[src/swms_pkg.sv]
// Shared types and constants for the mid/side stereo width block.
// Used by swms_ctrl, swms_dp and stereo_width_mid_side_top; no dependencies.
package swms_pkg;

  localparam int SAMPLE_BITS = 24;
  localparam int CFG_W       = 16;
  localparam int CFG_ADDR_W  = 8;

  localparam int WIDTH_FRAC  = 13;
  localparam int GAIN_FRAC   = 12;
  localparam int COEFF_FRAC  = 16;

  localparam logic [CFG_W-1:0] WIDTH_FLOOR   = 16'd410;
  localparam logic [CFG_W-1:0] WIDTH_RESET   = 16'd8192;
  localparam logic [CFG_W-1:0] GAIN_RESET    = 16'd4096;
  localparam logic [CFG_W-1:0] COEFF_RESET   = 16'd0;

  // multiplier operand and product widths
  localparam int OP_W   = SAMPLE_BITS + 6;
  localparam int MB_W   = CFG_W + 1;
  localparam int PROD_W = OP_W + MB_W;

  localparam int IN_DATA_W  = ((2 * SAMPLE_BITS + 7) / 8) * 8;
  localparam int OUT_DATA_W = ((3 * SAMPLE_BITS + 7) / 8) * 8;

  localparam logic [CFG_ADDR_W-1:0] REG_WIDEN_ENABLE = 8'd0;
  localparam logic [CFG_ADDR_W-1:0] REG_WIDTH_GAIN   = 8'd1;
  localparam logic [CFG_ADDR_W-1:0] REG_SPLIT_COEFF  = 8'd2;
  localparam logic [CFG_ADDR_W-1:0] REG_MATCH_GAIN   = 8'd3;

  typedef logic signed [SAMPLE_BITS-1:0] sample_t;

  typedef enum logic [2:0] {
    ST_IDLE,
    ST_LOW,
    ST_SCALE,
    ST_LEFT,
    ST_RIGHT,
    ST_MONO
  } swms_state_t;

  typedef enum logic [1:0] {
    MUL_LOW,
    MUL_SCALE,
    MUL_LEFT,
    MUL_RIGHT
  } swms_op_t;

  typedef struct packed {
    logic     load_in;
    logic     step_en;
    swms_op_t op;
    logic     load_out;
    logic     mono;
  } swms_cmd_t;

  typedef struct packed {
    logic widen;
    logic split_on;
  } swms_stat_t;

endpackage

[src/swms_ctrl.sv]
// Sequencer for the mid/side width block: request handshakes and multiplier steps.
// Depends on swms_pkg; drives swms_dp through swms_cmd_t.
module swms_ctrl (
  input  logic                clk,
  input  logic                rst_n,
  input  logic                in_tvalid,
  output logic                in_tready,
  output logic                out_tvalid,
  input  logic                out_tready,
  input  swms_pkg::swms_stat_t stat,
  output swms_pkg::swms_cmd_t  cmd
);
  import swms_pkg::*;

  swms_state_t state_r, state_nxt;
  logic        out_valid_r, out_valid_nxt;
  logic        out_free;

  assign out_free   = !out_valid_r || out_tready;
  assign out_tvalid = out_valid_r;
  assign in_tready  = (state_r == ST_IDLE);

  always_comb begin
    state_nxt = state_r;
    cmd       = '0;
    cmd.op    = MUL_LOW;
    unique case (state_r)
      ST_IDLE: begin
        if (in_tvalid) begin
          cmd.load_in = 1'b1;
          if (!stat.widen) begin
            state_nxt = ST_MONO;
          end else if (stat.split_on) begin
            state_nxt = ST_LOW;
          end else begin
            state_nxt = ST_SCALE;
          end
        end
      end
      ST_LOW: begin
        cmd.step_en = 1'b1;
        cmd.op      = MUL_LOW;
        state_nxt   = ST_SCALE;
      end
      ST_SCALE: begin
        cmd.step_en = 1'b1;
        cmd.op      = MUL_SCALE;
        state_nxt   = ST_LEFT;
      end
      ST_LEFT: begin
        cmd.step_en = 1'b1;
        cmd.op      = MUL_LEFT;
        state_nxt   = ST_RIGHT;
      end
      ST_RIGHT: begin
        cmd.op = MUL_RIGHT;
        if (out_free) begin
          cmd.step_en  = 1'b1;
          cmd.load_out = 1'b1;
          state_nxt    = ST_IDLE;
        end
      end
      ST_MONO: begin
        if (out_free) begin
          cmd.load_out = 1'b1;
          cmd.mono     = 1'b1;
          state_nxt    = ST_IDLE;
        end
      end
      default: begin
        state_nxt = ST_IDLE;
      end
    endcase
  end

  always_comb begin
    out_valid_nxt = out_valid_r;
    if (out_tready) begin
      out_valid_nxt = 1'b0;
    end
    if (cmd.load_out) begin
      out_valid_nxt = 1'b1;
    end
  end

  always_ff @(posedge clk) begin
    if (!rst_n) begin
      state_r     <= ST_IDLE;
      out_valid_r <= 1'b0;
    end else begin
      state_r     <= state_nxt;
      out_valid_r <= out_valid_nxt;
    end
  end

endmodule

[config.mk]
export PLATFORM = sky130hd
export DESIGN_NAME = swms_ctrl
export DESIGN_NICKNAME = d
export VERILOG_FILES = /design/src/swms_pkg.sv /design/src/swms_ctrl.sv
export SDC_FILE = /design/constraint.sdc
export NUM_CORES = 1
export LEC_CHECK = 0
export ABC_AREA = 1
export BUFFER_PORTS_ARGS = -buffer_cell sky130_fd_sc_hd__buf_4
export CAP_MARGIN = 20
export CORE_AREA = 5 5 42 44
export DETAILED_ROUTE_END_ITERATION = 10
export DIE_AREA = 0 0 47 49
export GPL_TIMING_DRIVEN = 1
export PLACE_DENSITY = 0.45
export SLEW_MARGIN = 20
export SYNTH_ARGS = -nofsm -noshare
export SYNTH_HDL_FRONTEND = slang
export SYNTH_SLANG_ARGS = --single-unit
export TNS_END_PERCENT = 100
[constraint.sdc]
create_clock -name clk -period 1.55 [get_ports clk]
set_input_delay 0.155 -clock clk [delete_from_list [all_inputs] [get_ports clk]]
set_output_delay 0.155 -clock clk [all_outputs]
set_load 0.005 [all_outputs]
==> metrics.csv <==
metric,value,unit
CTS resizes,0,
Worst-Skew Late Latency,0.24,ns
# hold bufs at CTS,0,
layout net count,69,
ant diodes,0,
Die Y,49,um
total CTS buffers,3,
Yosys cell types,20,
met1 Usage GRT,0.0987,
Congestion Overflow GR,0,
Critical Path RT,1.39,ns
peak supply drop,391,uV
GRT busiest layer,met1,
measured slew at the worst slew-check pin,0.381,ns
# Post-CTS Setup Buffers,0,
multi-input logic area,183,um2
top post-synthesis cells by count,"8 x inv_1, 6 x nor2_1, 4 x dfxtp_1, 4 x nand2_1",
Worst Skew,0.00486,ns
Post-synth EDFFs,0,
critical path arrival,1.25,ns
Startpoint Class,register,
largest net degree at the start of global routing,10,
clock buffer depth,2,
Ports,14,
cell taking the most area after synthesis,dfxtp_1,
post-route minimum period,1.40,ns
Fin. Hold Viols,0,
register area share after synthesis,0.246,
setup TNS,0,ns
Hold WS,0.149,ns
drt initial violations,6,
status,"finished, final reports clean",
die area,2300,um2
wire length of the first global-routing pass,1190,um
RSZ-0062 raised after global routing,false,
post-DR wirelength/cell,10.1,um
Synth top area share,0.246,
top post-synthesis cells by area,"dfxtp_1 25%, nor2_4 10%, inv_1 9.2%",
Final GP Congestion,0.761,
Crit. End Element,output port,
port buffer count,13,
GR Util met3,0.0332,
Root Driver,clkbuf_4,
H-tree Lvls,1,
# setup viols final,0,
Final Worst Setup Slack,0.150,ns
antenna-violating nets left,0,
total track usage,0.0725,
CTS tree,built,
Crit Path Max Fanout,7,
Post-route DRC,0,
Util after Layout,0.317,
LEAKAGE,0.000223,uW
Mapped Area,325,um2
Post-synth ARST share,0,
grt met2 use,0.0905,
# rows,14,
max_slew headroom,0.746,
hpwl dp,628,um
chip width,47,um
Worst setup startpoint,state_r[2]$_SDFFE_PN0P_,
Clock Sink Count,4,
Max Clock Freq,0.714,GHz
initial antenna violation count,0,
clock slew at reported path FFs,0.04,ns
yosys warns,0,
Syn Inst Count,47,
Starting Density,0.232,
fin crit share,0.903,
drt via density,4.25,
Reg2Reg Launch Point,state_r[0]$_SDFFE_PN0P_,
"count leader, synth",inv_1,
share of cells above drive strength 1,0.459,
Pwr Density,1190,nW/um2
Syn Nets,53,
post-synthesis register bit count,4,
Post-Place Setup Slack,0.408,ns
final wirelength,779,um
Hold Crit Class,in -> reg,
Max Slew Vio Count,0,
core area,1400,um2
number of global-route vias before repair,289,
Initial DRT Pass Iterations,4,
synthesized area per cell,6.92,um2
Max Cap Violations,0,
Hold Path Origin,rst_n,
fillcell total,166,
total number of vias,327,
synth-to-layout area growth,36.5,%
storage element area,80.1,um2
critical path class,reg -> out,
Most used DFF post-synth,dfxtp_1,
## power breakdown
group | total, uW | internal [uW] | switching (uW)
clock | 135 | 87.0 | 48.3
combinational | 236 | 118 | 117
sequential | 156 | 121 | 35.1
total | 528 | 327 | 201
## registers in the layout, summed over array words and instances (netlist names)
| name | count |
|---|---|
| state_r | 3 |
| out_tvalid | 1 |
## layer usage
layer  routed length [um]  up-vias  part of all wire
met3                   75        4             0.096
met2                  306       13              0.39
met5                    0        -                 0
li1                     -      178                 -
met4                   22        0             0.028
met1                  375      132              0.48
## area by class of cell
type / count / area share
repair buffers: 13 / 0.220
flip-flops and latches: 4 / 0.180
multi-input cells: 30 / 0.411
inverters: 11 / 0.0930
well taps: 16 / 0.0451
clock buffers: 3 / 0.0507
## kinds of logic (layout without fill, tap and decap cells)
kind of cell / Yosys count / after routing / share of synthesized area
AND/OR/NAND/NOR: 22 / 22 / 0.412
buffers and inverters: 13 / 27 / 0.192
AO/OA/AOI/OAI: 8 / 8 / 0.150
flip-flops: 4 / 4 / 0.246
## critical path, cell delays in order (launching register included)
cell,delay (ns)
dfxtp_1,0.36
inv_2,0.10
nor2_4,0.12
inv_2,0.07
nor2_4,0.09
inv_2,0.04
o22ai_1,0.10
buf_4,0.13
## cell usage in the layout, fill, tap and decap left out, drive strengths merged
master,n
buf,13
inv,11
nor2,10
nand2,5
nand3,5
dfxtp,4
clkbuf,3
a21oi,3
o21ai,2
nor3,2
o22ai,1
o21a,1
a31oi,1
## final timing paths
kind                                                 to  slack, ns  cells after the start
worst max register to register  state_r[2]$_SDFFE_PN0P_       0.48                      4
worst max-delay path                             cmd[4]       0.15                      7
worst min register to register  state_r[0]$_SDFFE_PN0P_       0.59                      3
worst min-delay path            out_tvalid$_SDFFE_PN0P_       0.15                      2
## metrics by stage
stage	cells	cell area (um2)	power, uW
CTS	77	444	534
finish	77	444	528
global placement	74	422	399
detailed placement	74	422	396
global route	77	444	570
floorplan	47	325	311
No activity file was read; power rests on OpenSTA's default activity.
